<file path="src/sv/mmcs_pkg.sv">
// Shared types and constants for the min/max contrast stretch unit.
// Holds the controller state type, the command and status structs and the fixed widths.
// No dependencies.
package mmcs_pkg;

   // Fixed field widths.
   localparam int PIX_IN_W  = 16;   // width of the pixel field on the ports
   localparam int VAL_W     = 17;   // signed pixel value and grey-level register width
   localparam int SPAN_W    = 18;   // span, difference and range width
   localparam int NUM_W     = 36;   // numerator and quotient magnitude width
   localparam int RES_W     = 37;   // signed quotient width before saturation
   localparam int DIV_STEPS = 18;   // number of divider steps, two quotient bits per cycle
   localparam int CNT_W     = 5;    // divider step counter width

   // Configuration register indexes.
   localparam logic [1:0] CSR_PIXEL_SIGNED = 2'd0;
   localparam logic [1:0] CSR_OUT_MIN      = 2'd1;
   localparam logic [1:0] CSR_OUT_MAX      = 2'd2;

   // Function codes carried with each pixel.
   localparam logic FUNC_MEASURE = 1'b0;
   localparam logic FUNC_MAP     = 1'b1;

   // Controller states.
   typedef enum logic [2:0] {
      ST_IDLE,
      ST_MUL,
      ST_ADD,
      ST_DIV,
      ST_FIX
   } state_type;

   // Commands from the controller to the datapath.
   typedef struct packed {
      logic measure;    // update running minimum and maximum
      logic capture;    // capture a map pixel and its operands
      logic mul;        // register both products
      logic add;        // form the numerator and load the divider
      logic div;        // one divider step
      logic out_load;   // load the result register
   } cmd_type;

   // Status toward the controller.
   typedef struct packed {
      logic req_valid;  // an input transaction is offered
      logic req_map;    // the offered pixel belongs to the map pass
      logic special;    // full range or flat image, no division needed
      logic out_free;   // the result register can take a new result
   } status_type;

endpackage

</file>
<file path="src/sv/mmcs_ctrl.sv">
// Controller state machine for the min/max contrast stretch unit.
// Sequences capture, multiply, add, divide and result load for map pixels,
// skipping the arithmetic in the special case. Depends on mmcs_pkg.
module mmcs_ctrl
   import mmcs_pkg::*;
(
   input  logic       clock,
   input  logic       reset,
   input  status_type status,
   output logic       req_ready,
   output cmd_type    cmd
);

   localparam logic [CNT_W-1:0] CNT_LAST = CNT_W'(DIV_STEPS - 1);

   state_type        state_ff, state_in;
   logic [CNT_W-1:0] cnt_ff, cnt_in;

   // State and divider step counter.
   always_ff @(posedge clock) begin
      if (reset) begin
         state_ff <= ST_IDLE;
         cnt_ff   <= '0;
      end else begin
         state_ff <= state_in;
         cnt_ff   <= cnt_in;
      end
   end

   // Next state and commands.
   always_comb begin
      state_in  = state_ff;
      cnt_in    = '0;
      cmd       = '0;
      req_ready = 1'b0;
      case (state_ff)
         ST_IDLE: begin
            req_ready = 1'b1;
            if (status.req_valid) begin
               if (status.req_map) begin
                  cmd.capture = 1'b1;
                  state_in    = status.special ? ST_FIX : ST_MUL;
               end else begin
                  cmd.measure = 1'b1;
               end
            end
         end
         ST_MUL: begin
            cmd.mul  = 1'b1;
            state_in = ST_ADD;
         end
         ST_ADD: begin
            cmd.add  = 1'b1;
            state_in = ST_DIV;
         end
         ST_DIV: begin
            cmd.div = 1'b1;
            if (cnt_ff == CNT_LAST) begin
               state_in = ST_FIX;
            end else begin
               cnt_in = cnt_ff + CNT_W'(1);
            end
         end
         ST_FIX: begin
            if (status.out_free) begin
               cmd.out_load = 1'b1;
               state_in     = ST_IDLE;
            end
         end
         default: begin
            state_in = ST_IDLE;
         end
      endcase
   end

   // A result is loaded only when the output register is free.
   a_load_free: assert property (@(posedge clock) disable iff (reset)
      cmd.out_load |-> status.out_free)
      else $error("result loaded while output register busy");

   // At most one datapath command at a time.
   a_one_cmd: assert property (@(posedge clock) disable iff (reset)
      $onehot0(cmd))
      else $error("more than one datapath command");

   // The last divider cycle leads to the result state.
   a_div_end: assert property (@(posedge clock) disable iff (reset)
      (state_ff == ST_DIV && cnt_ff == CNT_LAST) |=> state_ff == ST_FIX)
      else $error("divider did not finish into result state");

   // A map pixel that needs division goes on to the multiply state.
   a_map_mul: assert property (@(posedge clock) disable iff (reset)
      (cmd.capture && !status.special) |=> state_ff == ST_MUL)
      else $error("map pixel did not start the multiply");

endmodule

</file>
<file path="src/sv/mmcs_dp.sv">
// Datapath for the min/max contrast stretch unit: running min/max, products,
// a radix-4 restoring divider, saturation and the result register.
// Depends on mmcs_pkg.
module mmcs_dp
   import mmcs_pkg::*;
#(
   parameter int PIXEL_BITS = 16
)
(
   input  logic                       clock,
   input  logic                       reset,
   input  cmd_type                    cmd,
   input  logic                       pixel_signed,
   input  logic signed [VAL_W-1:0]    out_min,
   input  logic signed [VAL_W-1:0]    out_max,
   input  logic                       req_start,
   input  logic [PIX_IN_W-1:0]        req_pixel,
   input  logic                       req_last,
   output logic                       special,
   output logic [PIX_IN_W-1:0]        rsp_pixel,
   output logic                       rsp_flat,
   output logic                       rsp_last
);

   localparam int PW = (PIXEL_BITS < PIX_IN_W) ? PIXEL_BITS : PIX_IN_W;
   localparam logic signed [RES_W-1:0] ONE_R  = RES_W'(1);
   localparam logic signed [RES_W-1:0] HI_SGN = (ONE_R <<< (PW - 1)) - ONE_R;
   localparam logic signed [RES_W-1:0] LO_SGN = -(ONE_R <<< (PW - 1));
   localparam logic signed [RES_W-1:0] HI_UNS = (ONE_R <<< PW) - ONE_R;

   logic signed [VAL_W-1:0]  min_ff, min_in, max_ff, max_in;
   logic signed [VAL_W-1:0]  x;
   logic                     full_range, flat;
   logic signed [SPAN_W-1:0] diff_now, span_now, range_now;

   logic                     pass_ff, flat_ff, last_ff, neg_ff;
   logic [PIX_IN_W-1:0]      bits_ff;
   logic signed [VAL_W-1:0]  omin_ff;
   logic [SPAN_W-1:0]        span_ff;
   logic signed [SPAN_W-1:0] diff_ff, range_ff;
   logic signed [NUM_W-1:0]  p1_ff, p2_ff, p1_in, p2_in, num;
   logic signed [SPAN_W:0]   span_sg;
   logic [NUM_W-1:0]         quo_ff, quo_in;
   logic [SPAN_W-1:0]        rem_ff, rem_in;
   logic [SPAN_W:0]          r1, r2;
   logic [SPAN_W-1:0]        rem1;
   logic                     b1, b2;
   logic signed [RES_W-1:0]  qs, val, sat;
   logic signed [RES_W-1:0]  lo, hi;
   logic [PIX_IN_W-1:0]      res_pixel;

   // Pixel value: low PW bits, sign-extended when pixels are signed.
   always_comb begin
      for (int i = 0; i < VAL_W; i++) begin
         if (i < PW) begin
            x[i] = req_pixel[i];
         end else begin
            x[i] = pixel_signed & req_pixel[PW-1];
         end
      end
   end

   // Running minimum and maximum.
   always_comb begin
      min_in = min_ff;
      max_in = max_ff;
      if (req_start) begin
         min_in = x;
         max_in = x;
      end else begin
         if (x < min_ff) min_in = x;
         if (x > max_ff) max_in = x;
      end
   end

   always_ff @(posedge clock) begin
      if (reset) begin
         min_ff <= '0;
         max_ff <= '0;
      end else if (cmd.measure) begin
         min_ff <= min_in;
         max_ff <= max_in;
      end
   end

   // Special cases and operands seen at capture.
   assign full_range = (max_ff == out_max) && (min_ff == out_min);
   assign flat       = (max_ff == min_ff);
   assign special    = full_range | flat;
   assign diff_now   = SPAN_W'(x) - SPAN_W'(min_ff);
   assign span_now   = SPAN_W'(max_ff) - SPAN_W'(min_ff);
   assign range_now  = SPAN_W'(out_max) - SPAN_W'(out_min);

   always_ff @(posedge clock) begin
      if (cmd.capture) begin
         pass_ff  <= full_range;
         flat_ff  <= flat & ~full_range;
         last_ff  <= req_last;
         bits_ff  <= req_pixel;
         omin_ff  <= out_min;
         span_ff  <= span_now;
         diff_ff  <= diff_now;
         range_ff <= range_now;
      end
   end

   // Products: out_min * span and (x - min) * range.
   assign span_sg = signed'({1'b0, span_ff});
   assign p1_in   = NUM_W'(omin_ff) * NUM_W'(span_sg);
   assign p2_in   = NUM_W'(diff_ff) * NUM_W'(range_ff);

   always_ff @(posedge clock) begin
      if (cmd.mul) begin
         p1_ff <= p1_in;
         p2_ff <= p2_in;
      end
   end

   // Numerator, then two restoring divider steps per cycle on its magnitude.
   assign num = p1_ff + p2_ff;

   always_comb begin
      r1 = {rem_ff, quo_ff[NUM_W-1]};
      b1 = (r1 >= {1'b0, span_ff});
      rem1 = b1 ? SPAN_W'(r1 - {1'b0, span_ff}) : SPAN_W'(r1);
      r2 = {rem1, quo_ff[NUM_W-2]};
      b2 = (r2 >= {1'b0, span_ff});
      rem_in = b2 ? SPAN_W'(r2 - {1'b0, span_ff}) : SPAN_W'(r2);
      quo_in = {quo_ff[NUM_W-3:0], b1, b2};
   end

   always_ff @(posedge clock) begin
      if (cmd.add) begin
         neg_ff <= num[NUM_W-1];
         quo_ff <= num[NUM_W-1] ? NUM_W'(-num) : NUM_W'(num);
         rem_ff <= '0;
      end else if (cmd.div) begin
         quo_ff <= quo_in;
         rem_ff <= rem_in;
      end
   end

   // Signed quotient truncated toward zero, then saturation to the pixel type.
   assign qs = signed'({1'b0, quo_ff});
   assign lo = pixel_signed ? LO_SGN : '0;
   assign hi = pixel_signed ? HI_SGN : HI_UNS;

   always_comb begin
      if (flat_ff) begin
         val = RES_W'(omin_ff);
      end else if (neg_ff) begin
         val = -qs;
      end else begin
         val = qs;
      end
      if (val < lo) begin
         sat = lo;
      end else if (val > hi) begin
         sat = hi;
      end else begin
         sat = val;
      end
      if (pass_ff) begin
         res_pixel = PIX_IN_W'(bits_ff[PW-1:0]);
      end else begin
         res_pixel = PIX_IN_W'(sat[PW-1:0]);
      end
   end

   // Result register.
   always_ff @(posedge clock) begin
      if (cmd.out_load) begin
         rsp_pixel <= res_pixel;
         rsp_flat  <= flat_ff;
         rsp_last  <= last_ff;
      end
   end

endmodule

</file>
<file path="src/sv/min_max_contrast_stretch_unit.sv">
// Min/max contrast stretch: measure pass pixels update the running min/max and give
// no result. A map pixel goes through capture, multiply, add, the divider steps at
// two quotient bits each and saturation before its result is loaded; the result
// load waits for a free output, and the next pixel is taken only after it.
// A full-range or flat image skips the arithmetic and goes from capture to the load.
// Synchronous active-high reset clears control and running min/max and resets configuration.
module min_max_contrast_stretch_unit
   import mmcs_pkg::*;
#(
   parameter int PIXEL_BITS = 16
)
(
   input  logic                 clock,
   input  logic                 reset,
   input  logic                 req_tvalid,
   output logic                 req_tready,
   input  logic [15:0]          req_tdata,   // [15:0] pixel
   input  logic [1:0]           req_tuser,   // [0] func, [1] start_req
   input  logic                 req_tlast,
   output logic                 rsp_tvalid,
   input  logic                 rsp_tready,
   output logic [15:0]          rsp_tdata,   // [15:0] mapped_pixel
   output logic                 rsp_tuser,   // [0] flat_image
   output logic                 rsp_tlast,
   input  logic                 csr_we,
   input  logic [1:0]           csr_index,
   input  logic [VAL_W-1:0]     csr_wdata
);

   logic                    pixel_signed_ff;
   logic signed [VAL_W-1:0] out_min_ff, out_max_ff;
   logic                    rsp_valid_ff;
   status_type              status;
   cmd_type                 cmd;
   logic                    special;

   // Configuration registers.
   always_ff @(posedge clock) begin
      if (reset) begin
         pixel_signed_ff <= 1'b0;
         out_min_ff      <= '0;
         out_max_ff      <= VAL_W'(65535);
      end else if (csr_we) begin
         case (csr_index)
            CSR_PIXEL_SIGNED: pixel_signed_ff <= csr_wdata[0];
            CSR_OUT_MIN:      out_min_ff      <= signed'(csr_wdata);
            CSR_OUT_MAX:      out_max_ff      <= signed'(csr_wdata);
            default: begin
            end
         endcase
      end
   end

   // Output valid: set on a result load, cleared when the transaction completes.
   always_ff @(posedge clock) begin
      if (reset) begin
         rsp_valid_ff <= 1'b0;
      end else if (cmd.out_load) begin
         rsp_valid_ff <= 1'b1;
      end else if (rsp_tready) begin
         rsp_valid_ff <= 1'b0;
      end
   end

   assign rsp_tvalid      = rsp_valid_ff;
   assign status.req_valid = req_tvalid;
   assign status.req_map   = (req_tuser[0] == FUNC_MAP);
   assign status.special   = special;
   assign status.out_free  = ~rsp_valid_ff | rsp_tready;

   mmcs_ctrl u_ctrl (
      .clock     (clock),
      .reset     (reset),
      .status    (status),
      .req_ready (req_tready),
      .cmd       (cmd)
   );

   mmcs_dp #(
      .PIXEL_BITS (PIXEL_BITS)
   ) u_dp (
      .clock        (clock),
      .reset        (reset),
      .cmd          (cmd),
      .pixel_signed (pixel_signed_ff),
      .out_min      (out_min_ff),
      .out_max      (out_max_ff),
      .req_start    (req_tuser[1]),
      .req_pixel    (req_tdata),
      .req_last     (req_tlast),
      .special      (special),
      .rsp_pixel    (rsp_tdata),
      .rsp_flat     (rsp_tuser),
      .rsp_last     (rsp_tlast)
   );

endmodule
</file>
<file path="config.mk">
export PLATFORM = sky130hd
export DESIGN_NAME = min_max_contrast_stretch_unit
export DESIGN_NICKNAME = d
export VERILOG_FILES = /design/src/sv/mmcs_pkg.sv /design/src/sv/mmcs_ctrl.sv /design/src/sv/mmcs_dp.sv /design/src/sv/min_max_contrast_stretch_unit.sv
export SDC_FILE = /design/constraint.sdc
export NUM_CORES = 2
export LEC_CHECK = 0
export BUFFER_PORTS_ARGS = -buffer_cell sky130_fd_sc_hd__buf_4
export CORE_MARGIN = 2
export CORE_UTILIZATION = 60
export CTS_BUF_LIST = sky130_fd_sc_hd__clkbuf_8
export DETAILED_ROUTE_END_ITERATION = 6
export GPL_TIMING_DRIVEN = 0
export PLACE_DENSITY_LB_ADDON = 0.1
export SYNTH_ARGS = -nofsm -noshare
export SYNTH_HDL_FRONTEND = slang
export SYNTH_SLANG_ARGS = --single-unit
</file>
<file path="constraint.sdc">
create_clock -name clock -period 17.6 [get_ports clock]
set_input_delay 0 -clock clock [delete_from_list [all_inputs] [get_ports clock]]
set_output_delay 0 -clock clock [all_outputs]
set_load 0.02 [all_outputs]
</file>
### Yosys cells after proc, flatten, opt, wreduce, memory -nomap -nowiden

Index checks and enable logic that the tools add are counted.

| word-level totals | value |
|---|---|
| bits in registers | 313 |
| bits of input ports | 43 |
| word-level logic and storage cells | 110 |

| cells by class | value |
|---|---|
| mux-type cells | 34 |
| equality and inequality tests | 14 |
| multipliers | 2 |
| reductions and logical operators | 14 |
| add/sub/neg operators | 9 |
| $lt $le $gt $ge | 6 |
| bitwise logic cells | 7 |

Operators by type and width:

| operator | number |
|---|---|
| $mux 37 | 3 |
| $mux 36 | 3 |
| $mux 17 | 4 |
| $mux 16 | 4 |
| $sub 17x17->18 | 3 |
| $eq 17x17->1 | 3 |
| $ge 19x18->1 | 2 |
| $gt 37x17->1 | 1 |
| $lt 37x37->1 | 1 |
| $neg 36->37 | 1 |
| $add 36x36->36 | 1 |
| $mul 17x19->36 | 1 |
| $mul 18x18->36 | 1 |
| $mux 18 | 2 |
| $neg 36->36 | 1 |
| $sub 18x18->18 | 2 |
| $gt 17x17->1 | 1 |
| $lt 17x17->1 | 1 |
| $mux 3 | 5 |
| $pmux 3 s5 | 1 |
| $mux 1 | 10 |
| $reduce_and 2->1 | 5 |
| $reduce_bool 2->1 | 4 |
| $eq 3x2->1 const B | 2 |
| 17 further kinds | 24 |

### Longest topological paths before layout

| logic depth | value |
|---|---|
| depth in word-level cells | 7 |
| gate-level depth with buffers | 26 |
| gate-level depth less buffers | 25 |

### Hierarchy

From an unflattened synthesis, not the netlist that was laid out.

| unflattened totals | value |
|---|---|
| cell total of the unflattened synthesis | 4,815 |
| area total of the unflattened synthesis | 43,945.9 sq um |

By module, submodules not included:

| module | cells each | area an instance (sq um) | times used |
|---|---|---|---|
| mmcs_dp | 4,614 | 41,996.5 | 1 |
| min_max_contrast_stretch_unit | 156 | 1,547.7 | 1 |
| mmcs_ctrl | 45 | 401.6 | 1 |

### Worst setup path before layout

Ideal clock, no wire load.

| path | value |
|---|---|
| kind | reg2reg |
| from | register u_dp.omin_ff[2] |
| to | register u_dp.p1_ff[35], data pin |
| clock period less this slack | 6.475 ns |
| path buffers | 2 |
| path slack | 11.125 ns |
| arrival time | 6.216 ns |
| data required time | 17.341 ns |
| stages on the path, launching flop included | 25 |
| path through | edfxtp_1 clkbuf_1 clkbuf_1 nand2_1 fa_1 fa_1 fa_1 fa_1 inv_1 fa_1 inv_1 fa_1 inv_1 ha_1 a21o_1 a31o_2 a211o_1 o221ai_1 a211oi_1 nor2_1 a211oi_1 a211oi_1 o21ai_0 a21oi_1 xnor2_1 |

| between the ends | value |
|---|---|
| word-level cells in the longest chain between the ends | 1 |

Ends and longest elaborated chain:

| element | line | source |
|---|---|---|
| start: declaration | mmcs_dp.sv:38 | `logic signed [VAL_W-1:0] omin_ff;` |
| start signal: assignment | mmcs_dp.sv:100 | `omin_ff <= out_min;` |
| $mul 17x19->36 | mmcs_dp.sv:109 | `assign p1_in = NUM_W'(omin_ff) * NUM_W'(span_sg);` |
| named net u_dp.p1_in[35] | mmcs_dp.sv:41 | `logic signed [NUM_W-1:0] p1_ff, p2_ff, p1_in, p2_in, num;` |
| end signal: assignment | mmcs_dp.sv:114 | `p1_ff <= p1_in;` |
| end: declaration | mmcs_dp.sv:41 |  |

The timed path passes the listed nets, and every way through them passes these cells.
A chain may end at the register's enable or synchronous reset.

### Worst setup path in the final report

| path | value |
|---|---|
| from | register u_dp.omin_ff[16] |
| to | register u_dp.p1_ff[33], data pin |

The elaborated chain is that of the path after synthesis.

==> results.py <==
metrics = {
    "grt": {
        "grt_usage": 0.3310,
        "grt_pass1_wl_mm": 187.6,
        "overflow": 0,
        "grt_pass1_vias": 33360,
        "antenna_found_initial": 10,
        "grt_max_degree": 65,
    },
    "clock_network": {
        "root_buffer": "clkbuf_8",
        "clock_latency_ns": 0.71,
        "max-clock-path-buffers": 3,
        "clk_pin_slew_worst_paths_ns": 0.06,
        "clock_sinks": 313,
        "cts_buffers": 56,
        "htree_levels": 2,
        "cts_resized": 0,
        "cts_setup_buffers": 0,
        "cts_tree": "done",
    },
    "synthesis": {
        "ys_async_sr_fraction": 0,
        "syn_area_um2": 43180,
        "syn_nets": 5736,
        "synth-edff-count": 217,
        "yosysTopAreaCell": "fa_1",
        "synthFlopType": "edfxtp_1",
        "ys_top_cells_by_area": "fa_1 27%, edfxtp_1 15%, ha_1 11%, inv_1 7.2%, nand2_1 4.8%",
        "synth.distinct_cells": 96,
        "netlist_top_cells_count": "826 x inv_1, 574 x fa_1, 554 x nand2_1, 390 x ha_1, 314 x and2_1",
        "ys_warn_count": 0,
        "ys_seq_area_frac": 0.1954,
        "syn_area_per_cell_um2": 9.131,
        "yosysMostFrequentCell": "inv_1",
        "synth_seq_cells": 313,
        "synth_cells": 4729,
        "synth.top_cell.area_share": 0.2661,
    },
    "timing": {
        "tightest_slew_ns": 1.176,
        "relSlewSlack": 0.2163,
        "finalSetupTns_ns": 0,
        "fin_crit_ns": 8.684,
        "fin_skew_ns": 0.07674,
        "final_hold_viol_count": 0,
        "setup_violations": 0,
        "final.period_utilization": 0.4934,
        "rsz0062_at_grt": "no",
        "timing.fmax_mhz": 115.2,
        "slew_violations": 0,
    },
    "placed_design": {
        "portBuffers": 62,
        "dp_hpwl_mm": 99.88,
        "gp_congestion": 0.9522,
    },
    "setup_path": {
        "r2r-start": "u_dp.omin_ff[16]",
        "crit_end": "u_dp.p1_ff[33]",
        "end_kind": "flip-flop",
        "crit_type": "reg2reg",
        "timing.critical_path.fanout_max": 10,
        "setup.worst_path.start_class": "flip-flop",
        "required_ns": 18.00,
        "r2r_slack_ns": 8.92,
        "startpoint": "u_dp.omin_ff[16]",
        "r2r_cells": 24,
        "arrival_ns": 9.08,
        "timing.rr.end": "u_dp.p1_ff[33]",
    },
    "cells_and_area": {
        "drive_above_1_share": 0.05006,
        "area_delta_synth_final_pct": 7.971,
        "nNetsFinal": 5917,
    },
    "floorplan": {
        "die-area_um2": 74130,
        "die_h_um": 272.3,
        "die_x_um": 272.3,
        "io_pins": 63,
        "core_um2": 71360,
        "initial_core_util": 0.6051,
        "fp-row-count": 98,
    },
    "outcome": {
        "violations": "antenna rules",
        "status": "finished, violations left",
    },
    "detailed_routing": {
        "ant_nets": 1,
        "firstDrtPassIters": 6,
        "vias": 33850,
        "drc": 0,
        "routedWlPerCell_um": 20.51,
        "first_iter_violations": 2490,
        "wl_mm": 121.2,
        "vias_per_cell": 5.726,
    },
    "run": {
        "cap_violations": 0,
    },
    "worst_hold_path": {
        "hold_class": "in2reg",
    },
}
[registers in the layout, indices dropped and copies added, names as in the netlist, 16 cells and up]
signal	count
u_dp.bits_ff	16
out_max_ff	17
u_dp.rsp_pixel	16
u_dp.diff_ff	18
u_dp.range_ff	18
out_min_ff	17
u_dp.span_ff	18
u_dp.max_ff	17
u_dp.quo_ff	36
u_dp.min_ff	17
u_dp.rem_ff	18
u_dp.p1_ff	36
u_dp.omin_ff	17
u_dp.p2_ff	36
[cells by family after synthesis]
family                     Yosys count  synth area share
adders and majority gates          964            0.3791
buffers and inverters              999           0.08754
xor gates and xnor gates           243           0.04929
AOI/OAI and AO/OA                  673            0.1040
muxes                               67           0.01614
and+or+nand+nor                   1470            0.1685
DFF                                313            0.1954
[stage by stage]
stage	cell area [um^2]	util	std cells	hold slack (ns)	worst slack, ns
6_report	46620	0.6533	5912	0.06227	8.916
5_1_grt	46600	0.6531	5905	0.05432	8.610
4_1_cts	46600	0.6530	5904	0.01816	8.881
3_5_place_dp	44940	0.6298	5748	0.1915	8.943
3_3_place_gp	44830	0.6283	5741	0.1886	8.782
2_1_floorplan	43180	-	4729	0.09887	11.12
[final cells by class]
cell class / count / area (um^2)
Antenna cell: 8 / 20.02
Buffer: 172 / 675.6
Clock buffer: 57 / 784.5
Clock inverter: 45 / 334.1
Fill cell: 6048 / 24740
Inverter: 827 / 3104
Multi-Input combinational cell: 3417 / 30970
Sequential cell: 313 / 8438
Tap cell: 950 / 1189
Timing Repair Buffer: 123 / 1105
[timing repair]
action	4_1_cts	5_1_grt
hold buffers	54	0
endpoints found under the hold margin	136	0
setup endpoints to repair	0	0
[worst min path at each step]
stage / from / end / slack (ns) / cells after the start
floorplan: req_tdata[0] / u_dp.bits_ff[0] / 0.1 / 0
global placement: req_tlast / u_dp.last_ff / 0.19 / 1
detailed placement: req_tlast / u_dp.last_ff / 0.19 / 1
CTS: csr_wdata[11] / out_max_ff[11] / 0.02 / 4
global route: req_tdata[0] / u_dp.bits_ff[0] / 0.05 / 2
finish: csr_wdata[11] / out_max_ff[11] / 0.06 / 4
[critical path, cell delays in order (launching register included)]
cell,delay [ns]
edfxtp_1,0.62
clkbuf_1,0.67
inv_1,0.38
clkbuf_1,0.42
nor2_1,0.24
fa_1,0.46
fa_1,0.48
fa_1,0.52
fa_1,0.43
fa_1,0.49
inv_1,0.05
fa_1,0.51
inv_1,0.05
ha_1,0.34
and4_1,0.30
nand3_1,0.10
nor3b_1,0.31
o221ai_1,0.25
a211oi_1,0.34
nor2_1,0.10
a211oi_1,0.29
a211oi_1,0.20
o21bai_1,0.17
a21oi_1,0.10
xnor2_1,0.53
[layer usage]
metal / wire, um / global-route usage / vias up
met1: 49920 / 0.4497 / 16520
met5: 22 / 0 / -
met4: 5819 / 0.1421 / 4
met3: 10030 / 0.05536 / 287
met2: 55450 / 0.5265 / 1323
li1: - / - / 15720
[cell usage in the layout, fill, tap and decap left out, types with 17 or more instances in the layout]
| cell type | n |
|---|---|
| ha_1 | 390 |
| buf_4 | 64 |
| o211ai_1 | 35 |
| mux2_2 | 21 |
| xnor2_1 | 161 |
| nor4_1 | 23 |
| nor2_1 | 236 |
| a21o_1 | 53 |
| xor2_1 | 82 |
| a211oi_1 | 29 |
| o21a_1 | 33 |
| nand3_1 | 65 |
| nand4_1 | 32 |
| nand3b_1 | 22 |
| and3_1 | 20 |
| fa_1 | 574 |
| inv_1 | 848 |
| clkbuf_8 | 57 |
| a21boi_0 | 17 |
| buf_2 | 18 |
| a21oi_1 | 162 |
| nand2_1 | 554 |
| nor3_1 | 53 |
| or2_2 | 18 |
| and2_1 | 314 |
| edfxtp_1 | 217 |
| o21ai_0 | 148 |
| dlygate4sd3_1 | 54 |
| nor2b_1 | 33 |
| dfxtp_1 | 96 |
| o31ai_1 | 25 |
| mux2i_1 | 46 |
| a31oi_1 | 22 |
| nand2b_1 | 23 |
| or3_1 | 23 |
| clkbuf_1 | 144 |
Power is not shown: default switching activity piles up to over one toggle a cycle in this logic, so the estimate is an artifact.
